$ cat src/sv/assert_macros.svh
// ----------------------------------------------------------------------------
// assert_macros.svh
// Assertion helper macros shared by the deframer RTL
// ----------------------------------------------------------------------------
`ifndef ASSERT_MACROS_SVH
`define ASSERT_MACROS_SVH

`ifndef NO_ASSERTIONS

// property must hold at every clock edge outside reset
`define ASSERT_ALWAYS(lbl, clk, rst, prop, msg) \
   lbl: assert property (@(posedge clk) disable iff (rst) (prop)) else $error(msg);

// condition must never be seen outside reset
`define ASSERT_NEVER(lbl, clk, rst, cond, msg) \
   lbl: assert property (@(posedge clk) disable iff (rst) !(cond)) else $error(msg);

`else

`define ASSERT_ALWAYS(lbl, clk, rst, prop, msg)
`define ASSERT_NEVER(lbl, clk, rst, cond, msg)

`endif

`endif

$ cat src/sv/bsfr_pkg.sv
// ----------------------------------------------------------------------------
// bsfr_pkg
// Types, byte codes and the body byte step of the byte stuffed frame receiver
// ----------------------------------------------------------------------------
package bsfr_pkg;

   // line codes
   localparam logic [7:0] SYNC_BYTE = 8'h7E;
   localparam logic [7:0] ESC_BYTE  = 8'h7D;
   localparam logic [7:0] ESC_7E    = 8'h5E;
   localparam logic [7:0] ESC_7D    = 8'h5D;

   // body layout
   localparam logic [7:0] BODY_IDX_CMD_HI = 8'd2;
   localparam logic [7:0] BODY_MIN        = 8'd4;
   localparam logic [7:0] PLEN_MAX        = 8'd127;

   // result kinds
   localparam logic KIND_PAYLOAD = 1'b0;
   localparam logic KIND_REPORT  = 1'b1;

   typedef enum logic [2:0] {
      STATUS_OK        = 3'd0,
      STATUS_SHORT     = 3'd1,
      STATUS_BAD_SYSID = 3'd2,
      STATUS_BAD_SUM   = 3'd3,
      STATUS_TOO_LONG  = 3'd4
   } status_type;

   typedef struct packed {
      logic        kind;
      logic [7:0]  payload_byte;
      logic [15:0] command_id;
      logic [6:0]  payload_length;
      logic [2:0]  status;
      logic        last_of_run;
   } bsfr_result_type;

   // up to two results produced by one item
   typedef struct packed {
      logic [1:0]      count;
      bsfr_result_type r0;
      bsfr_result_type r1;
   } bsfr_push_type;

   typedef struct packed {
      logic        in_frame;
      logic        escape_pending;
      logic [7:0]  raw_count;
      logic [7:0]  body_count;
      logic [7:0]  held_byte;
      logic [7:0]  running_sum;
      logic [15:0] command_reg;
      logic        system_ok;
      logic        overflowed;
   } bsfr_state_type;

   typedef struct packed {
      bsfr_state_type state;
      logic           emit;
      logic [7:0]     emit_byte;
   } bsfr_accept_type;

   // take one unstuffed body byte; may release the previously held byte
   function automatic bsfr_accept_type accept_body(input bsfr_state_type s,
                                                   input logic [7:0] b,
                                                   input logic [7:0] sys_id,
                                                   input logic [7:0] max_body);
      bsfr_accept_type r;
      r           = '0;
      r.state     = s;
      r.emit_byte = s.held_byte;
      if (s.body_count >= max_body) begin
         r.state.overflowed = 1'b1;
      end else begin
         case (s.body_count)
            8'd0: begin
               r.state.system_ok   = (b == sys_id);
               r.state.running_sum = s.running_sum + b;
            end
            8'd1: begin
               r.state.command_reg = {s.command_reg[15:8], b};
               r.state.running_sum = s.running_sum + b;
            end
            BODY_IDX_CMD_HI: begin
               r.state.command_reg = {b, s.command_reg[7:0]};
               r.state.running_sum = s.running_sum + b;
            end
            default: begin
               if (s.body_count >= BODY_MIN) begin
                  r.emit              = 1'b1;
                  r.state.running_sum = s.running_sum + s.held_byte;
               end
               r.state.held_byte = b;
            end
         endcase
         r.state.body_count = s.body_count + 8'd1;
      end
      return r;
   endfunction

endpackage

$ cat src/sv/byte_stuffed_frame_receiver.sv
// ----------------------------------------------------------------------------
// byte_stuffed_frame_receiver
// Byte stuffed frame deframer: unstuffs, checks and reports one frame at a time
// ----------------------------------------------------------------------------
// Path: line byte -> input register -> unstuff -> result queue -> result port.
// Throughput: one line byte per cycle while each byte yields at most one
//   result and the result port is not stalled; bytes yielding two results
//   are absorbed by the four entry result queue.
// Reset: synchronous; clears the frame state (hunting for a flag), the
//   system id register, the input valid flag and the result queue.
// ----------------------------------------------------------------------------
`include "assert_macros.svh"

module byte_stuffed_frame_receiver import bsfr_pkg::*; #(
   parameter int MAX_BODY = 128
) (
   input  logic        clock,
   input  logic        reset,
   // configuration
   input  logic        csr_valid,
   output logic        csr_ready,
   input  logic [7:0]  csr_system_id,
   // line bytes
   input  logic        req_valid,
   output logic        req_stall,
   input  logic [7:0]  req_rx_byte,
   // results
   output logic        rsp_valid,
   input  logic        rsp_stall,
   output logic        rsp_kind,
   output logic [7:0]  rsp_payload_byte,
   output logic [15:0] rsp_command_id,
   output logic [6:0]  rsp_payload_length,
   output logic [2:0]  rsp_status,
   output logic        rsp_last_of_run
);

   logic            in_valid_ff, in_valid_in;
   logic [7:0]      in_byte_ff;
   logic [7:0]      system_id_ff;
   logic            advance;
   logic [2:0]      q_count;
   bsfr_push_type   push;
   bsfr_result_type q_item;

   // configuration register
   assign csr_ready = 1'b1;

   always_ff @(posedge clock) begin
      if (reset) begin
         system_id_ff <= '0;
      end else if (csr_valid && csr_ready) begin
         system_id_ff <= csr_system_id;
      end
   end

   // input register advances when the queue has room for two results
   assign advance     = in_valid_ff && (q_count <= 3'd2);
   assign req_stall   = in_valid_ff && !advance;
   assign in_valid_in = req_valid ? 1'b1 : (in_valid_ff && !advance);

   always_ff @(posedge clock) begin
      if (reset) begin
         in_valid_ff <= 1'b0;
      end else begin
         in_valid_ff <= in_valid_in;
      end
   end

   always_ff @(posedge clock) begin
      if (req_valid && !req_stall) begin
         in_byte_ff <= req_rx_byte;
      end
   end

   bsfr_unstuff #(
      .MAX_BODY (MAX_BODY)
   ) u_unstuff (
      .clock      (clock),
      .reset      (reset),
      .step_valid (advance),
      .step_byte  (in_byte_ff),
      .system_id  (system_id_ff),
      .push       (push)
   );

   bsfr_result_queue u_queue (
      .clock     (clock),
      .reset     (reset),
      .push      (push),
      .pop       (!rsp_stall),
      .out_valid (rsp_valid),
      .out_item  (q_item),
      .count     (q_count)
   );

   // result fields
   assign rsp_kind           = q_item.kind;
   assign rsp_payload_byte   = q_item.payload_byte;
   assign rsp_command_id     = q_item.command_id;
   assign rsp_payload_length = q_item.payload_length;
   assign rsp_status         = q_item.status;
   assign rsp_last_of_run    = q_item.last_of_run;

   `ASSERT_ALWAYS(a_report_is_last, clock, reset,
      (rsp_valid && rsp_kind == KIND_REPORT) |-> rsp_last_of_run,
      "end report not last of its run")
   `ASSERT_ALWAYS(a_stall_only_when_held, clock, reset,
      req_stall |-> in_valid_ff,
      "input stalled with empty input register")
   `ASSERT_ALWAYS(a_payload_clean, clock, reset,
      (rsp_valid && rsp_kind == KIND_PAYLOAD) |-> (rsp_command_id == 16'd0),
      "payload item carries a command id")

endmodule

$ cat src/sv/bsfr_unstuff.sv
// ----------------------------------------------------------------------------
// bsfr_unstuff
// Frame state and unstuffing: turns one line byte into up to two results
// ----------------------------------------------------------------------------
`include "assert_macros.svh"

module bsfr_unstuff import bsfr_pkg::*; #(
   parameter int MAX_BODY = 128
) (
   input  logic          clock,
   input  logic          reset,
   input  logic          step_valid,
   input  logic [7:0]    step_byte,
   input  logic [7:0]    system_id,
   output bsfr_push_type push
);

   localparam logic [7:0] MaxBody = 8'(MAX_BODY);

   bsfr_state_type  state_ff, state_in;
   bsfr_state_type  s0, s1, s2;
   bsfr_accept_type acc1, acc2;
   logic            en1, en2, rep;
   logic [7:0]      b1, b2;
   logic            e1, e2;
   logic [7:0]      plen_wide;
   bsfr_result_type pay1, pay2, report;
   logic [1:0]      cnt;

   // framing and escape decode
   always_comb begin
      s0  = state_ff;
      en1 = 1'b0;
      en2 = 1'b0;
      rep = 1'b0;
      b1  = ESC_BYTE;
      b2  = step_byte;
      if (!state_ff.in_frame) begin
         if (step_byte == SYNC_BYTE) begin
            s0          = '0;
            s0.in_frame = 1'b1;
         end
      end else if (step_byte == SYNC_BYTE) begin
         if (state_ff.raw_count == 8'd0) begin
            s0          = '0;
            s0.in_frame = 1'b1;
         end else begin
            // a dangling escape counts as a literal 7D
            en1               = state_ff.escape_pending;
            s0.escape_pending = 1'b0;
            rep               = 1'b1;
         end
      end else begin
         if (state_ff.raw_count != 8'hFF) begin
            s0.raw_count = state_ff.raw_count + 8'd1;
         end
         if (state_ff.escape_pending) begin
            s0.escape_pending = 1'b0;
            en1               = 1'b1;
            if (step_byte == ESC_7E) begin
               b1 = SYNC_BYTE;
            end else if (step_byte != ESC_7D) begin
               // unknown escape: literal 7D, then this byte as usual
               if (step_byte == ESC_BYTE) begin
                  s0.escape_pending = 1'b1;
               end else begin
                  en2 = 1'b1;
               end
            end
         end else if (step_byte == ESC_BYTE) begin
            s0.escape_pending = 1'b1;
         end else begin
            en1 = 1'b1;
            b1  = step_byte;
         end
      end
   end

   // up to two body bytes in sequence
   always_comb begin
      acc1 = accept_body(s0, b1, system_id, MaxBody);
      s1   = en1 ? acc1.state : s0;
      acc2 = accept_body(s1, b2, system_id, MaxBody);
      s2   = en2 ? acc2.state : s1;
      e1   = en1 & acc1.emit;
      e2   = en2 & acc2.emit;
   end

   // end of frame report
   always_comb begin
      report            = '0;
      report.kind       = KIND_REPORT;
      report.command_id = s2.command_reg;
      plen_wide         = (s2.body_count >= BODY_MIN) ? s2.body_count - BODY_MIN : 8'd0;
      report.payload_length = (plen_wide > PLEN_MAX) ? PLEN_MAX[6:0] : plen_wide[6:0];
      if (s2.body_count < BODY_MIN) begin
         report.status = STATUS_SHORT;
      end else if (!s2.system_ok) begin
         report.status = STATUS_BAD_SYSID;
      end else if (s2.overflowed) begin
         report.status = STATUS_TOO_LONG;
      end else if (s2.held_byte != s2.running_sum) begin
         report.status = STATUS_BAD_SUM;
      end else begin
         report.status = STATUS_OK;
      end
      report.last_of_run = 1'b1;
   end

   // pack results in order
   always_comb begin
      pay1              = '0;
      pay1.kind         = KIND_PAYLOAD;
      pay1.payload_byte = acc1.emit_byte;
      pay2              = '0;
      pay2.kind         = KIND_PAYLOAD;
      pay2.payload_byte = acc2.emit_byte;
      cnt = {1'b0, e1} + {1'b0, e2} + {1'b0, rep};
      if (!step_valid) begin
         cnt = 2'd0;
      end
      push.count = cnt;
      push.r0    = e1 ? pay1 : (e2 ? pay2 : report);
      push.r1    = (e1 && e2) ? pay2 : report;
      push.r0.last_of_run = (cnt == 2'd1);
      push.r1.last_of_run = 1'b1;
   end

   // next state
   always_comb begin
      state_in = state_ff;
      if (step_valid) begin
         state_in = s2;
         if (rep) begin
            state_in.in_frame = 1'b0;
         end
      end
   end

   always_ff @(posedge clock) begin
      if (reset) begin
         state_ff <= '0;
      end else begin
         state_ff <= state_in;
      end
   end

   `ASSERT_ALWAYS(a_esc_only_in_frame, clock, reset,
      !state_ff.in_frame |-> !state_ff.escape_pending,
      "escape pending outside a frame")
   `ASSERT_ALWAYS(a_body_bounded, clock, reset,
      state_ff.body_count <= MaxBody,
      "body count beyond maximum")
   `ASSERT_NEVER(a_report_ends_frame, clock, reset,
      $past(step_valid) && $past(rep) && state_ff.in_frame,
      "frame still open after report")

endmodule

$ cat src/sv/bsfr_result_queue.sv
// ----------------------------------------------------------------------------
// bsfr_result_queue
// Four entry result queue, up to two pushes and one pop per cycle
// ----------------------------------------------------------------------------
`include "assert_macros.svh"

module bsfr_result_queue import bsfr_pkg::*; (
   input  logic            clock,
   input  logic            reset,
   input  bsfr_push_type   push,
   input  logic            pop,
   output logic            out_valid,
   output bsfr_result_type out_item,
   output logic [2:0]      count
);

   localparam int DEPTH = 4;

   bsfr_result_type      slot_ff [DEPTH];
   logic [1:0]           head_ff, head_in;
   logic [2:0]           count_ff, count_in;
   logic [1:0]           tail0, tail1;
   logic                 do_pop;

   assign out_valid = (count_ff != 3'd0);
   assign out_item  = slot_ff[head_ff];
   assign count     = count_ff;
   assign do_pop    = pop & out_valid;

   // pointers
   always_comb begin
      tail0    = head_ff + count_ff[1:0];
      tail1    = tail0 + 2'd1;
      head_in  = head_ff + {1'b0, do_pop};
      count_in = count_ff + {1'b0, push.count} - {2'b0, do_pop};
   end

   // storage
   always_ff @(posedge clock) begin
      for (int i = 0; i < DEPTH; i++) begin
         if (push.count != 2'd0 && tail0 == 2'(i)) begin
            slot_ff[i] <= push.r0;
         end else if (push.count == 2'd2 && tail1 == 2'(i)) begin
            slot_ff[i] <= push.r1;
         end
      end
   end

   always_ff @(posedge clock) begin
      if (reset) begin
         head_ff  <= '0;
         count_ff <= '0;
      end else begin
         head_ff  <= head_in;
         count_ff <= count_in;
      end
   end

   `ASSERT_ALWAYS(a_count_bounded, clock, reset,
      count_ff <= 3'(DEPTH),
      "result queue overrun")
   `ASSERT_NEVER(a_push_room, clock, reset,
      (push.count != 2'd0) && (count_ff > 3'(DEPTH - 2)),
      "push without room for two results")
   `ASSERT_NEVER(a_push_limit, clock, reset,
      push.count == 2'd3,
      "more than two results pushed in one cycle")

endmodule
$ cat config.mk
export PLATFORM = sky130hd
export DESIGN_NAME = byte_stuffed_frame_receiver
export DESIGN_NICKNAME = d
export VERILOG_FILES = /design/src/sv/bsfr_pkg.sv /design/src/sv/byte_stuffed_frame_receiver.sv /design/src/sv/bsfr_unstuff.sv /design/src/sv/bsfr_result_queue.sv
export VERILOG_INCLUDE_DIRS = /design/src /design/src/sv
export SDC_FILE = /design/constraint.sdc
export NUM_CORES = 1
export LEC_CHECK = 0
export BUFFER_PORTS_ARGS = -buffer_cell sky130_fd_sc_hd__buf_2
export CORE_MARGIN = 4
export CORE_UTILIZATION = 40
export DETAILED_ROUTE_END_ITERATION = 8
export PLACE_DENSITY = 0.62
export SLEW_MARGIN = 30
export SYNTH_ARGS = -nofsm -noshare
export SYNTH_HDL_FRONTEND = slang
export SYNTH_SLANG_ARGS = --single-unit
$ cat constraint.sdc
create_clock -name clock -period 9.25 [get_ports clock]
set_clock_uncertainty 0.2 [all_clocks]
set_input_delay 1.3875 -clock clock [delete_from_list [all_inputs] [get_ports clock]]
set_output_delay 1.3875 -clock clock [all_outputs]
set_load 0.01 [all_outputs]
==> summary.md <==
• 9839 — via total after detailed routing
• 5.79 — routed vias/inst
• 2944 — fill cell count
• finished, final reports clean — outcome
• 54000 um — wire length of the first global-routing pass
• no — RSZ-0062 raised after global routing
• 0.369 — relative slew slack
• 25 — number of clock buffers inserted by TritonCTS
• 10.1 um^2 — average cell area after synthesis
• sky130_fd_sc_hd__edfxtp_1 — Primary FF master, synth
• 1.71 ns — setup slack of the worst register-to-register path
• 0 — total of hold buffers inserted after clock tree synthesis
• 64 — cell row count
• 218 — #FFs+latches synth
• 1698 — final instance count without filler cells
• 0.967 — routability cong.
• yes — TritonCTS clock tree
• 11 — highest fanout seen on the critical path
• 34300 um^2 — full die area
• 0.459 — core occupancy in the finished layout
• 1321 — post-synth net total
• 0 — antenna violations before repair
• 0 — remaining global-route overflow
• 1355 — Layout Nets
• 1 — total number of H-tree levels
• 7.59 ns — data arrival time of the worst path
• 9.30 ns — CP required
• 0.468 — register area share after synthesis
• 7.54 ns — clock period minus final worst setup slack
• register — nature of the critical path startpoint
• met2 — Most Crowded Layer GR
• u_unstuff.state_ff[42]$_SDFFE_PP0P_ — Setup crit start
• 0.00294 W — post-route total power
• 1652 — placed cell count
• 60 — maximum number of pins on one net before global-route repair
• 0.200 — global router's overall resource usage
• 0 — Post CTS Setup Buffer Count
• 0.0306 — global-route met3 utilization
• 58 — Port Buf Inserts
• 0 — number of hold violations in the final report
• 185 um — x dimension of the die
• 0.54 ns — clk_lat worst skew
• sky130_fd_sc_hd__nor2_1 — most common cell after layout, fill and taps aside
• sky130_fd_sc_hd__nor2_1, sky130_fd_sc_hd__edfxtp_1, sky130_fd_sc_hd__nand2_1 — highest-count cells in the layout ignoring fill and taps
• u_queue.slot_ff[1][2]$_DFFE_PP_ — crit path capture
• 0.816 — crit share post-route
• 34300 um — post-detailed-routing wire length
• 0 ns — final-layout setup total negative slack
• 218 — Num Clock Sinks
• 0 — count of inserted antenna diode cells
• 0 — asr flop ratio synth
• 13200 um^2 — instance area at placement
• 86 — number of distinct library cells after synthesis
• 151 — number of enable-type register cells in the synthesized netlist
• u_queue.slot_ff[1][2]$_DFFE_PP_ — Crit Reg-Reg Endpoint
• register — Critical Path Sink Type
• 23700 um — HPWL Detailed
• 0 — number of max-slew violations in the final report
• reg2reg — class of the most critical hold timing path
• 0.292 — GR met1 Demand/Resource
• 0 — number of warnings reported in the yosys synthesis log
• 0.146 — fraction of final layout cells sized beyond drive strength 1
• 0 — final-report setup violation count
• 3 — Max Root-Sink Buffers
• 12600 um^2 — cell area after synthesis
• 9404 — via count of the first global-routing pass
• 0.133 GHz — upper clock frequency limit
• 0.06 ns — CTS clk-pin slew, worst paths
• 5.01 nW — reported leakage power
• 208 nW/um^2 — pwr/cell area
• 0.130 mV — Max IR drop VDD
• 0.944 ns — worst slew pin tran
• 0 — Resized cells post-CTS
• u_unstuff.state_ff[42]$_SDFFE_PP0P_ — worst reg2reg startpoint
• reg2reg — critical path class
• 0 — number of violations of the max-capacitance limit
• 185 um — Die Y
• 0.310 — M2 GR Usage
• 1249 — cell count after synthesis
• 0.408 — initial core utilization
• 863 — number of violations reported at the end of detailed-routing iteration 0
• 5 — number of detailed-route iterations in the first pass
• 0 — total DRC errors in the routed layout
• 20.2 um — routed wirelength normalized by instance count
• 14100 um^2 — area of all placed cells without fillers
• sky130_fd_sc_hd__clkbuf_16 — master cell of the clock root buffer
• 2 — Hold Crit Depth
• 23 — Worst R2R Path Depth
• 30700 um^2 — placeable core region
• 60 — number of top-level pins
• 0 — residual antenna-violating net count after detailed routing
• 12.3% — area added between synthesis and finish
-- state kept, by name, summed over array words and instances (netlist names) --
| signal | flops |
|---|---|
| u_queue.slot_ff | 144 |
| u_unstuff.state_ff | 52 |
| in_byte_ff | 8 |
| system_id_ff | 8 |
| u_queue.count | 3 |
| u_queue.head_ff | 2 |
| in_valid_ff | 1 |
-- per-layer routing --
metal | up-vias | routed length (um)
met5 | - | 0
met4 | 0 | 1070
met3 | 77 | 2470
met2 | 407 | 15200
met1 | 4747 | 15600
li1 | 4608 | -
-- through the flow --
step                setup WS, ns  hold WS [ns]
floorplan                   2.41         0.232
global placement            2.27         0.241
detailed placement          2.02         0.248
CTS                         1.95         0.257
global route                1.19         0.279
finish                      1.71         0.253
-- worst min-delay path by stage --
stage,to,startpoint
2_1_floorplan,u_unstuff.state_ff[27]$_SDFFE_PP0P_,u_unstuff.state_ff[27]$_SDFFE_PP0P_
3_3_place_gp,u_unstuff.state_ff[27]$_SDFFE_PP0P_,u_unstuff.state_ff[27]$_SDFFE_PP0P_
3_5_place_dp,u_unstuff.state_ff[27]$_SDFFE_PP0P_,u_unstuff.state_ff[27]$_SDFFE_PP0P_
4_1_cts,u_unstuff.state_ff[18]$_SDFFE_PP0P_,u_unstuff.state_ff[18]$_SDFFE_PP0P_
5_1_grt,u_unstuff.state_ff[18]$_SDFFE_PP0P_,u_unstuff.state_ff[18]$_SDFFE_PP0P_
6_report,u_unstuff.state_ff[18]$_SDFFE_PP0P_,u_unstuff.state_ff[18]$_SDFFE_PP0P_
-- report_power, final --
part / internal, W / leakage [nW] / total, W / switching, W
registers: 0.00109 / 1.83 / 0.00114 / 0.0000530
logic: 0.000312 / 2.76 / 0.000749 / 0.000436
clock network: 0.000639 / 0.425 / 0.00105 / 0.000406
total: 0.00204 / 5.01 / 0.00294 / 0.000896
-- critical path, cell delays in order (launching register included) --
cell                       delay, ns
sky130_fd_sc_hd__dfxtp_1        0.33
sky130_fd_sc_hd__inv_1          0.09
sky130_fd_sc_hd__ha_1           0.16
sky130_fd_sc_hd__nor4b_1        0.50
sky130_fd_sc_hd__a21oi_1        0.35
sky130_fd_sc_hd__o21ai_0        0.59
sky130_fd_sc_hd__inv_1          0.17
sky130_fd_sc_hd__ha_1           0.32
sky130_fd_sc_hd__nor3_1         0.63
sky130_fd_sc_hd__o21ai_1        0.44
sky130_fd_sc_hd__mux2_2         0.42
sky130_fd_sc_hd__ha_1           0.22
sky130_fd_sc_hd__fa_1           0.43
sky130_fd_sc_hd__a21o_1         0.18
sky130_fd_sc_hd__a21o_1         0.20
sky130_fd_sc_hd__a21o_1         0.18
sky130_fd_sc_hd__a21oi_1        0.16
sky130_fd_sc_hd__xor2_1         0.16
sky130_fd_sc_hd__nor2_1         0.05
sky130_fd_sc_hd__a221oi_1       0.61
sky130_fd_sc_hd__xnor2_1        0.22
sky130_fd_sc_hd__nand3_2        0.13
sky130_fd_sc_hd__o31ai_2        0.38
sky130_fd_sc_hd__a211oi_1       0.13
-- cell families (layout without fill, tap and decap cells) --
kind of cell / Yosys count / count (layout) / synth area share
AOI/OAI and AO/OA: 280 / 280 / 0.147
adders and majority gates: 51 / 51 / 0.0544
buffers and inverters: 117 / 170 / 0.0373
muxes: 60 / 60 / 0.0840
xor gates and xnor gates: 68 / 68 / 0.0474
other: 1 / 1 / 0.000299
and+or+nand+nor: 454 / 454 / 0.162
DFF: 218 / 218 / 0.468
-- area by class of cell --
cell class / instances / area (um^2) / area share
clock buffer: 29 / 641 / 0.0454
clock inverter: 17 / 226 / 0.0161
inverter: 48 / 180 / 0.0128
multi-input combinational: 914 / 6250 / 0.443
sequential: 218 / 5880 / 0.417
tap: 396 / 495 / 0.0351
timing repair buffer: 76 / 425 / 0.0302
-- cells in the mapped netlist (all sizes together), types with 17 or more instances --
cell type / n / share of area
inv: 47 / 0.014
mux2i: 21 / 0.017
edfxtp: 151 / 0.36
a21oi: 77 / 0.031
o22ai: 28 / 0.014
xor2: 24 / 0.017
o21ai: 66 / 0.027
nor2: 246 / 0.074
xnor2: 44 / 0.031
clkbuf: 48 / 0.014
nor3: 17 / 0.0084
nand3: 34 / 0.015
ha: 45 / 0.045
dfxtp: 67 / 0.11
mux4: 36 / 0.065
buf: 21 / 0.0086
a211oi: 27 / 0.018
nand2: 93 / 0.028
(Power assumes the default switching activity.)
